## src/hdl/normalized_cross_product_macros.svh

```systemverilog
// ---------------------------------------------------------------------------
// Normalized cross product assertion macros
// Concurrent assertion wrappers, compiled out under synthesis.
// ---------------------------------------------------------------------------
`ifndef NORMALIZED_CROSS_PRODUCT_MACROS_SVH
`define NORMALIZED_CROSS_PRODUCT_MACROS_SVH
`ifndef SYNTHESIS
`define NCP_ASSERT(label, clk, rst, prop) \
  label: assert property (@(posedge clk) disable iff (rst) (prop)) else $error("ncp check failed");
`define NCP_ASSERT_IMPLY(label, clk, rst, ante, cons) \
  label: assert property (@(posedge clk) disable iff (rst) (ante) |-> cons) else $error("ncp implication failed");
`else
`define NCP_ASSERT(label, clk, rst, prop)
`define NCP_ASSERT_IMPLY(label, clk, rst, ante, cons)
`endif
`endif

```

## src/hdl/ncp_pkg.sv

```systemverilog
// ---------------------------------------------------------------------------
// Normalized cross product package
// Widths, latencies and shared types of the unit-normal pipeline.
// ---------------------------------------------------------------------------
package ncp_pkg;

  localparam int IN_W      = 16;
  localparam int OUT_FRAC  = 14;
  localparam int OUT_W     = 16;
  localparam int PROD_W    = 2 * IN_W;
  localparam int MAG_W     = 2 * IN_W - 1;
  localparam int SHIFT_W   = $clog2(MAG_W);
  localparam int SUM_W     = 2 * MAG_W + 2;
  localparam int ROOT_W    = SUM_W / 2;
  localparam int REM_W     = ROOT_W + 2;
  localparam int Q_W       = OUT_FRAC + 2;
  localparam int DREM_W    = ROOT_W + 1;
  localparam int FRONT_LAT = 6;
  localparam int SQRT_LAT  = ROOT_W;
  localparam int DIV_LAT   = Q_W;
  localparam int TOTAL_LAT = FRONT_LAT + SQRT_LAT + DIV_LAT + 1;

  localparam logic [OUT_W-1:0] ONE = OUT_W'(1) << OUT_FRAC;

  typedef struct packed {
    logic [2:0][MAG_W-1:0] mag;
    logic [2:0]            neg;
    logic                  par;
  } vec_t;

endpackage

```

## src/hdl/ncp_sqrt.sv

```systemverilog
// ---------------------------------------------------------------------------
// Normalized cross product square root
// Pipelined integer square root, one root bit per stage.
// ---------------------------------------------------------------------------
module ncp_sqrt (
  input  logic                        clk,
  input  logic [ncp_pkg::SUM_W-1:0]   sum,
  output logic [ncp_pkg::ROOT_W-1:0]  root
);

  logic [ncp_pkg::REM_W-1:0]  rem_r  [ncp_pkg::ROOT_W];
  logic [ncp_pkg::ROOT_W-1:0] root_r [ncp_pkg::ROOT_W];
  logic [ncp_pkg::SUM_W-1:0]  sv_r   [ncp_pkg::ROOT_W];

  for (genvar i = 0; i < ncp_pkg::ROOT_W; i++) begin : g_st
    logic [ncp_pkg::REM_W-1:0]  rem_in, rem_sh, trial;
    logic [ncp_pkg::ROOT_W-1:0] root_in;
    logic [ncp_pkg::SUM_W-1:0]  sv_in;

    if (i == 0) begin : g_first
      assign rem_in  = '0;
      assign root_in = '0;
      assign sv_in   = sum;
    end else begin : g_rest
      assign rem_in  = rem_r[i-1];
      assign root_in = root_r[i-1];
      assign sv_in   = sv_r[i-1];
    end

    // Bring down the next two radicand bits
    assign rem_sh = {rem_in[ncp_pkg::REM_W-3:0], sv_in[ncp_pkg::SUM_W-1 -: 2]};
    assign trial  = {root_in, 2'b01};

    always_ff @(posedge clk) begin
      sv_r[i] <= sv_in << 2;
      if (rem_sh >= trial) begin
        rem_r[i]  <= rem_sh - trial;
        root_r[i] <= {root_in[ncp_pkg::ROOT_W-2:0], 1'b1};
      end else begin
        rem_r[i]  <= rem_sh;
        root_r[i] <= {root_in[ncp_pkg::ROOT_W-2:0], 1'b0};
      end
    end
  end

  assign root = root_r[ncp_pkg::ROOT_W-1];

endmodule

```

## config.mk

```make
export PLATFORM = sky130hd
export DESIGN_NAME = ncp_sqrt
export DESIGN_NICKNAME = d
export VERILOG_FILES = /design/src/hdl/normalized_cross_product_macros.svh /design/src/hdl/ncp_pkg.sv /design/src/hdl/ncp_sqrt.sv
export SDC_FILE = /design/constraint.sdc
export NUM_CORES = 2
export LEC_CHECK = 0
export BUFFER_PORTS_ARGS = -buffer_cell sky130_fd_sc_hd__buf_2
export CAP_MARGIN = 10
export CELL_PAD_IN_SITES_DETAIL_PLACEMENT = 0
export CELL_PAD_IN_SITES_GLOBAL_PLACEMENT = 1
export CORE_ASPECT_RATIO = 1.2
export CORE_MARGIN = 2
export CORE_UTILIZATION = 50
export CTS_BUF_LIST = sky130_fd_sc_hd__clkbuf_16
export CTS_CLUSTER_SIZE = 40
export DETAILED_ROUTE_END_ITERATION = 7
export GPL_TIMING_DRIVEN = 0
export PLACE_DENSITY_LB_ADDON = 0.05
export SKIP_CTS_REPAIR_TIMING = 1
export SYNTH_ARGS = -nofsm -noshare
export SYNTH_HDL_FRONTEND = slang
export SYNTH_MEMORY_MAX_BITS = 65536
export SYNTH_SLANG_ARGS = --single-unit
```

## constraint.sdc

```tcl
create_clock -name clk -period 4.82 [get_ports clk]
set_clock_uncertainty 0.2 [all_clocks]
set_input_delay 1.205 -clock clk [delete_from_list [all_inputs] [get_ports clk]]
set_output_delay 1.205 -clock clk [all_outputs]
set_load 0.1 [all_outputs]
```

==> impl_metrics.csv <==
group,metric,value,unit
status,status,"complete, no violations",
detailed_routing,wl_per_cell,16.9,µm
power,p_clk_share,33.9,%
setup_path,worst_setup_path_start_kind,"flop",
die,die_w,389,µm
global_route,antenna_found_initial,5,
detailed_routing,route.detailed.drc,0,
power,p_leak,47.2,nW
clock_tree,cts_tree,"yes",
timing,holdWs,0.112,ns
synthesis,syn_nets,9352,
finish,syn_to_final_growth,12.7,%
power,seqPwrFrac,48.3,%
power,p_sw,15.9,mW
timing,fmax,220,MHz
synthesis,async_flop_share,0,%
synthesis,syn_area_per_cell,10.2,µm²
die,core_area,177000,µm²
clock_tree,path_clk_slew,0.06,ns
place,dpl.hpwl,150000,µm
global_route,grtUsageTotal,21.3,%
synthesis,ys.flop_type,"dfxtp_1",
flow_run,cap_viol_max_count,0,
place,gp_congestion,0.920,
timing,slew_violations,0,
die,io_pins,97,
setup_path,crit_type,"flop to flop",
global_route,grt_pass1_vias,59500,
global_route,grt_pass1_wl,311000,µm
clock_tree,cts_root_buf,"clkbuf_16",
power,p_sw_share,29.2,%
timing,setup_violations,0,
timing,hold_viol_final,0,
detailed_routing,viasPerCell,5.15,
finish,finalNetCount,9678,
power,p_per_area,544,nW/µm²
timing,tightest_slew,1.03,ns
synthesis,synth_edf_count,0,
clock_tree,cts_sinks,2465,
global_route,grt_max_degree,17,
setup_path,cp-end-kind,"flop",
synthesis,synth_cells,8726,
clock_tree,worstSkewPairLatency,0.86,ns
detailed_routing,routed_wl,195000,µm
synthesis,synth_seq_area_share,55.5,%
synthesis,ys_top_cells_by_area,"dfxtp_1, ha_1, xor2_1",
timing,rsz0062_at_grt,"true",
detailed_routing,dr.pass1.iters,6,
clock_tree,htree_levels,4,
power,intPower,38.6,mW
timing,slew_headroom,30.7,%
setup_path,required,5.30,ns
synthesis,yosys_warnings,0,
clock_tree,cts_made_buffers,228,
power,irDropWorstVdd,0.392,mV
synthesis,synth_seq_cells,2465,
synthesis,syn-cell-area,88900,µm²
timing,fin_crit,4.54,ns
clock_tree,clockBufferDepth,3,
die,start_util,50.3,%
worst_hold_path,min_path_type,"flop to flop",
detailed_routing,drtIter0Drc,2814,
finish,drive_above_1_share,6.28,%
power,power,54.5,mW
setup_path,cp_data_arrival_time,5.02,ns
synthesis,synth_area_leader_cell,"dfxtp_1",
timing,timing.final.crit_share,94.2,%
detailed_routing,detail-route-antenna-nets,0,
synthesis,synth_top_cell_area_share,55.5,%
finish,finish.utilization,56.7,%
synthesis,ys_top_cells_by_count,"dfxtp_1, inv_1, nand2_1, ha_1, o21ai_0",
synthesis,ys_types,90,
power,pwr-share-comb,17.8,%
die,die-area,181000,µm²
setup_path,crit_fanout,10,
detailed_routing,vias,59500,
place,portBuffers,96,
die,num_rows,169,
die,die_y,466,µm
synthesis,synth_most_common_cell,"dfxtp_1",
global_route,grt_remaining_overflow,0,
==> registers in the layout, indices dropped and copies added (netlist names) <==
register  flops
rem_r       945
root_r      528
sv_r        992
==> critical path, cell delays in order, from the launching register on <==
cell	delay, ns
dfxtp_1	0.42
inv_1	0.08
ha_1	0.35
nand2b_1	0.13
a211oi_1	0.11
nor4_1	0.59
o31ai_1	0.29
o21ai_2	0.40
o21ai_1	0.25
a31o_2	0.30
a31oi_1	0.53
clkbuf_1	0.48
o21ai_0	0.25
==> per-stage QoR <==
| stage | area (µm²) | setup TNS (ns) | setup WS [ns] | std cells |
|---|---|---|---|---|
| global placement | 92200 | 0 | 0.00994 | 11100 |
| global route | 100000 | -0.0402 | -0.0299 | 11600 |
| finish | 100000 | 0 | 0.281 | 11600 |
| CTS | 100000 | 0 | 0.0166 | 11600 |
| floorplan | 88900 | 0 | 1.36 | 8726 |
| detailed placement | 92200 | 0 | 0.0716 | 11100 |
==> layout make-up <==
class | count | area, µm²
antenna | 1 | 2.50
clock inverter | 196 | 2070
multi-input combinational | 5383 | 36200
timing repair buffer | 96 | 480
buffer | 166 | 636
inverter | 712 | 2670
fill | 15600 | 76400
clock buffer | 233 | 5830
tap | 2308 | 2890
sequential | 2465 | 49300
==> cell families (layout without fill, tap and decap cells) <==
kind of cell,count (synthesis),in the layout,share of synthesized area [%]
muxes,50,50,0.621
DFF,2465,2465,55.5
and+or+nand+nor,2209,2209,12.1
xor gates and xnor gates,773,773,7.62
AOI/OAI and AO/OA,1789,1789,12.5
adders and majority gates,561,561,7.90
buffers and inverters,878,1403,3.72
other,1,2,0.00422
==> final timing paths <==
kind	start	end	slack (ns)	depth (start not counted)
max reg2reg	root_r[1][384]	rem_r[1][462]	0.28	12
min	sv_r[1][426]	sv_r[1][490]	0.11	0
min reg2reg	sv_r[1][426]	sv_r[1][490]	0.11	0
max	root_r[1][384]	rem_r[1][462]	0.28	12
==> layout by cell type (no fill, tap or decap), types with 49 or more instances in the layout <==
master,netlist,final
dfxtp_1,2465,2465
clkinv_1,0,49
clkbuf_16,0,233
ha_1,561,561
nand4_1,89,89
nor4_1,95,95
o31ai_1,70,70
nor3_1,229,229
o21a_1,101,101
nor2b_1,62,62
a31oi_1,49,49
buf_2,7,103
a21oi_1,454,453
nor2_1,472,472
o21bai_1,54,54
nand3_1,121,121
xor2_1,432,432
xnor2_1,341,341
o21ai_0,535,535
nand2_1,688,688
clkbuf_1,155,153
a21o_1,221,221
or3_1,109,109
inv_1,710,731
nand2b_1,98,98
==> metal layers <==
metal	up-vias	global-route usage (%)	wire length (µm)	share of wire, %
li1	30400	-	-	-
met1	27700	24.9	82300	42
met2	1055	39.5	99100	51
met3	389	2.76	6660	3.4
met4	2	8.02	6780	3.5
met5	-	0	16	0.0082
==> power by group through the flow <==
| stage | registers, mW | logic (mW) | clock network (mW) |
|---|---|---|---|
| global placement | 26.8 | 9.63 | 0 |
| finish | 26.3 | 9.69 | 18.5 |
| detailed placement | 26.8 | 9.67 | 0 |
| floorplan | 25.9 | 7.26 | 0 |
| CTS | 26.4 | 9.74 | 19.0 |
| global route | 26.7 | 10.9 | 19.8 |
No activity file was read; power rests on OpenSTA's default activity.
