$ cat config.mk
export PLATFORM = sky130hd
export DESIGN_NAME = ncp_div
export DESIGN_NICKNAME = d
export VERILOG_FILES = /design/src/hdl/normalized_cross_product_macros.svh /design/src/hdl/ncp_pkg.sv /design/src/hdl/ncp_div.sv
export SDC_FILE = /design/constraint.sdc
export NUM_CORES = 2
export LEC_CHECK = 0
export BUFFER_PORTS_ARGS = -buffer_cell sky130_fd_sc_hd__buf_4
export CORE_UTILIZATION = 40
export DETAILED_ROUTE_END_ITERATION = 12
export PLACE_DENSITY_LB_ADDON = 0.1
export SLEW_MARGIN = 40
export SYNTH_ARGS = -nofsm -noshare
export SYNTH_HDL_FRONTEND = slang
export SYNTH_SLANG_ARGS = --single-unit
export TNS_END_PERCENT = 10
$ cat constraint.sdc
create_clock -name clk -period 4.1 [get_ports clk]
set_input_delay 0.82 -clock clk [delete_from_list [all_inputs] [get_ports clk]]
set_output_delay 0.82 -clock clk [all_outputs]
set_load 0.01 [all_outputs]
$ cat src/hdl/normalized_cross_product_macros.svh
// ---------------------------------------------------------------------------
// Normalized cross product assertion macros
// Concurrent assertion wrappers, compiled out under synthesis.
// ---------------------------------------------------------------------------
`ifndef NORMALIZED_CROSS_PRODUCT_MACROS_SVH
`define NORMALIZED_CROSS_PRODUCT_MACROS_SVH
`ifndef SYNTHESIS
`define NCP_ASSERT(label, clk, rst, prop) \
  label: assert property (@(posedge clk) disable iff (rst) (prop)) else $error("ncp check failed");
`define NCP_ASSERT_IMPLY(label, clk, rst, ante, cons) \
  label: assert property (@(posedge clk) disable iff (rst) (ante) |-> cons) else $error("ncp implication failed");
`else
`define NCP_ASSERT(label, clk, rst, prop)
`define NCP_ASSERT_IMPLY(label, clk, rst, ante, cons)
`endif
`endif

$ cat src/hdl/ncp_pkg.sv
// ---------------------------------------------------------------------------
// Normalized cross product package
// Widths, latencies and shared types of the unit-normal pipeline.
// ---------------------------------------------------------------------------
package ncp_pkg;

  localparam int IN_W      = 16;
  localparam int OUT_FRAC  = 14;
  localparam int OUT_W     = 16;
  localparam int PROD_W    = 2 * IN_W;
  localparam int MAG_W     = 2 * IN_W - 1;
  localparam int SHIFT_W   = $clog2(MAG_W);
  localparam int SUM_W     = 2 * MAG_W + 2;
  localparam int ROOT_W    = SUM_W / 2;
  localparam int REM_W     = ROOT_W + 2;
  localparam int Q_W       = OUT_FRAC + 2;
  localparam int DREM_W    = ROOT_W + 1;
  localparam int FRONT_LAT = 6;
  localparam int SQRT_LAT  = ROOT_W;
  localparam int DIV_LAT   = Q_W;
  localparam int TOTAL_LAT = FRONT_LAT + SQRT_LAT + DIV_LAT + 1;

  localparam logic [OUT_W-1:0] ONE = OUT_W'(1) << OUT_FRAC;

  typedef struct packed {
    logic [2:0][MAG_W-1:0] mag;
    logic [2:0]            neg;
    logic                  par;
  } vec_t;

endpackage

$ cat src/hdl/ncp_div.sv
// ---------------------------------------------------------------------------
// Normalized cross product divider
// Pipelined restoring division of a scaled magnitude by the vector length.
// ---------------------------------------------------------------------------
module ncp_div (
  input  logic                        clk,
  input  logic [ncp_pkg::MAG_W-1:0]   mag,
  input  logic [ncp_pkg::ROOT_W-1:0]  len,
  output logic [ncp_pkg::Q_W-1:0]     quo
);

  logic [ncp_pkg::DREM_W-1:0] rem_r [ncp_pkg::Q_W];
  logic [ncp_pkg::ROOT_W-1:0] len_r [ncp_pkg::Q_W];
  logic [ncp_pkg::Q_W-1:0]    q_r   [ncp_pkg::Q_W];

  for (genvar i = 0; i < ncp_pkg::Q_W; i++) begin : g_st
    logic [ncp_pkg::DREM_W-1:0] rem_in, rem_sh, dvs;
    logic [ncp_pkg::ROOT_W-1:0] len_in;
    logic [ncp_pkg::Q_W-1:0]    q_in;
    logic                       nbit;

    // Dividend is mag << (OUT_FRAC+1): only the top quotient step sees mag[0]
    if (i == 0) begin : g_first
      assign rem_in = ncp_pkg::DREM_W'(mag[ncp_pkg::MAG_W-1:1]);
      assign len_in = len;
      assign q_in   = '0;
      assign nbit   = mag[0];
    end else begin : g_rest
      assign rem_in = rem_r[i-1];
      assign len_in = len_r[i-1];
      assign q_in   = q_r[i-1];
      assign nbit   = 1'b0;
    end

    assign rem_sh = {rem_in[ncp_pkg::DREM_W-2:0], nbit};
    assign dvs    = {1'b0, len_in};

    always_ff @(posedge clk) begin
      len_r[i] <= len_in;
      if (rem_sh >= dvs) begin
        rem_r[i] <= rem_sh - dvs;
        q_r[i]   <= {q_in[ncp_pkg::Q_W-2:0], 1'b1};
      end else begin
        rem_r[i] <= rem_sh;
        q_r[i]   <= {q_in[ncp_pkg::Q_W-2:0], 1'b0};
      end
    end
  end

  assign quo = q_r[ncp_pkg::Q_W-1];

endmodule

==> reports/summary.md <==
### Run status
• complete, no violations — run status

### Synthesis
• 0.0532 mm² — total standard cell area after synthesis
• 91 — post-synth cell types
• 41.2% — sequential fraction of the synthesis area
• 0 — number of flops mapped to enable cells by yosys
• 1096 — post-synthesis register bit count
• 41.2% — share of the synthesized area in the top cell type
• 9.16 µm² — mean cell area of the mapped netlist
• 0 — Yosys warning count
• 5813 — post-synthesis cell count
• 0% — Post-synth ARST share
• 6402 — synthesized netlist net count
• dfxtp_1 — leading register cell type out of synthesis
• dfxtp_1 — library cell with the largest summed area after synthesis
• dfxtp_1 (41%), ha_1 (12%), inv_1 (4.4%), a21oi_1 (4.4%), mux2_2 (4.1%) — Synth area leaders

### STA
• 257 MHz — peak clock frequency supported by timing
• 0 — count of endpoints failing hold in the final timing report
• 94.8% — part of the cycle the worst path needs
• 0.808 ns — Worst Max-Slew Pin Slew
• false — RSZ-0062 raised after global routing
• 0 — max-slew violations
• 0.212 ns — Setup WS post-layout
• 0.184 ns — worst hold margin
• 0 ns — total negative slack
• 0.0223 ns — worst-case clock skew
• 0 — final count of negative-setup-slack endpoints
• 3.89 ns — minimum clock period after layout
• 45.4% — Slew Limit Headroom

### Critical path
• a2111o_1 — master of the slowest instance on the critical path
• reg -> reg — type of the setup path with the least slack
• inv_1 -> ha_1 -> nor2b_1 -> o31ai_1 -> a21oi_1 -> a2111o_1 -> o21ai_1 -> nor3_1 -> o41ai_2 -> a31oi_1 -> o32ai_4 -> buf_12 -> mux2_2 — chain of cells forming the critical path
• compound AO/OA/AOI/OAI gates — kind of cell adding the most delay to the critical path
• 2 — worst path buffer plus inverter count
• register — startpoint types
• 0.54 ns — maximum cell stage delay along the critical path
• 4.51 ns — arrival time of the worst setup path
• 48 — critical-path maximum fanout
• register — sort of element at the end of the critical path
• 4.72 ns — endpoint required time on the critical path

### Floorplan
• 0.135 mm² — overall die area
• 367 µm — floorplan die height
• 0.132 mm² — Core Footprint
• 40.4% — Initial Utilization
• 80 — IO Count
• 367 µm — horizontal die dimension
• 133 — total number of placement rows

### Drt
• 0 — post-detailed-route DRC marker count
• 5 — count of TritonRoute iterations in the first routing pass
• 61.7 mm — length of routed met2 wiring
• 1425 — First DRT Iteration DRCs
• 0 — number of antenna-violating nets in the routed design
• 45.0 mm — post-route met1 wirelength
• 3.31 mm — met3 layer wire length in the routed design
• 5.04 — per-cell via count in the routed design
• 119 mm — detailed-route wire length
• 39756 — Via Count
• 15.1 µm — routed length per instance
• met4 — highest metal layer used by the detailed router

### Power
• 0.0288 µW — reported leakage power
• 331 µV — IR drop worst, VDD
• 886 mW/mm² — ratio of total power to cell area

### Global routing
• 54 — maximum number of pins on one net before global-route repair
• 195 mm — wire length of the first global-routing pass
• 0 — number of antenna violations at the first check in global routing
• 40911 — via count of the first global-routing pass
• 17.6% — total routing resource utilization after global routing
• 0 — residual overflow from global routing

### Place
• 7656 — cell total after placement
• 79 — IO buf count
• 94.5 mm — DPL Wire Length
• -0.0533 ns — setup slack at placement
• 0.913 — final RePlAce weighted congestion

### CTS
• 0 — # hold bufs at CTS
• 0 — count of cells resized by post-cts repair
• 0.75 ns — clock network latency to the later pin of the worst-skew pair
• 4 — number of H-tree levels
• 132 — number of buffers created by CTS
• 0 — post-CTS setup buffer count
• clkbuf_16 — clock root buffer
• 3 — maximum clock path buffer count
• yes — clock tree from TritonCTS
• 1096 — total clock sinks
• 0.05 ns — clock slew at reported path FFs

### Cells and area
• 0 — diode count
• 46.5% — post-layout util
• 7895 — number of non-filler instances in the completed layout
• 6624 — fin nets
• 11.4% — layout cell share with drive strength beyond 1
• 15.2% — growth of design area from synthesis to finish

### Worst hold path
• in -> reg — HP Class

### Flow run
• 0 — Max Cap Violations

per-stage QoR:
stage	power [µW]	cell area (µm²)
detailed placement	42800	56800
CTS	54900	61300
finish	54300	61300
global placement	42600	56800
global route	58800	61300
floorplan	35800	53200
final cells by class:
class                           instances  area [µm²]
Fill cell                           12768       70500
Multi-Input combinational cell       3947       28400
Inverter                              628        2360
Clock buffer                          198        3920
Sequential cell                      1096       21900
Clock inverter                         41         552
Tap cell                             1755        2200
Timing Repair Buffer                  230        1910
worst reg2reg max path, delay by kind of cell (launching register included):
| kind | cells | cell delay (ns) |
|---|---|---|
| AO/OA/AOI/OAI | 7 | 2.15 |
| multiplexers | 1 | 0.38 |
| flip-flops | 1 | 0.36 |
| buffers and inverters | 2 | 0.30 |
| AND/OR/NAND/NOR | 2 | 0.30 |
| adder cells (fa/ha/maj) | 1 | 0.28 |
flip-flops by register name, summed over array words and instances, names as in the netlist:
register  flops
len_r       480
q_r         136
rem_r       480
metal layers:
layer,vias to the layer above,track usage [%]
li1,20601,-
met3,383,2.70
met4,0,12.9
met1,18082,16.7
met2,690,34.0
met5,-,0
worst paths after layout:
kind / endpoint / from / depth (start not counted) / slack (ns)
hold reg to reg: q_r[0][113]$_DFF_P_ / q_r[0][96]$_DFF_P_ / 0 / 0.32
setup / recovery: rem_r[0][84]$_DFF_P_ / len_r[0][33]$_DFF_P_ / 13 / 0.21
hold / removal: len_r[0][24]$_DFF_P_ / len[24] / 1 / 0.18
setup reg to reg: rem_r[0][84]$_DFF_P_ / len_r[0][33]$_DFF_P_ / 13 / 0.21
synth_stat cells (50+ instances only):
cell and n:
a21o_1 241, a21oi_1 465, a31oi_1 50, and3_1 51, clkbuf_1 102, dfxtp_1 1096, ha_1 510, inv_1 628
mux2_2 193, nand2_1 433, nand2b_1 57, nand3_1 120, nand4_1 57, nor2_1 275, nor2b_1 71, nor3_1 62
o21a_1 62, o21ai_0 387, xnor2_1 238, xor2_1 165
cells by family after synthesis:
kind of cell    count (synthesis)  share of synthesized area [%]
fa+ha+maj                     525                           12.6
flops                        1096                           41.2
xor+xnor                      403                           6.63
simple gates                 1255                           11.2
compound gates               1552                           18.4
buf+inv                       770                           5.55
mux                           212                           4.47
placed cells by master, fill, tap and decap left out, types with 62 or more instances in the layout:
cell type | Yosys | layout
nand3_1 | 120 | 120
ha_1 | 510 | 510
a21oi_1 | 465 | 465
mux2_2 | 193 | 193
dfxtp_1 | 1096 | 1096
o21ai_0 | 387 | 387
nor3_1 | 62 | 62
a21o_1 | 241 | 241
nor2b_1 | 71 | 71
clkbuf_16 | 0 | 133
nand2_1 | 433 | 433
inv_1 | 628 | 628
xnor2_1 | 238 | 238
nor2_1 | 275 | 275
buf_4 | 3 | 215
xor2_1 | 165 | 165
report_power, final:
| part | internal [µW] | total, µW | switching, µW |
|---|---|---|---|
| registers | 14200 | 15800 | 1610 |
| clock network | 7110 | 11700 | 4550 |
| logic | 12600 | 26900 | 14300 |
Note: power is estimated with default switching activity, not from simulation.
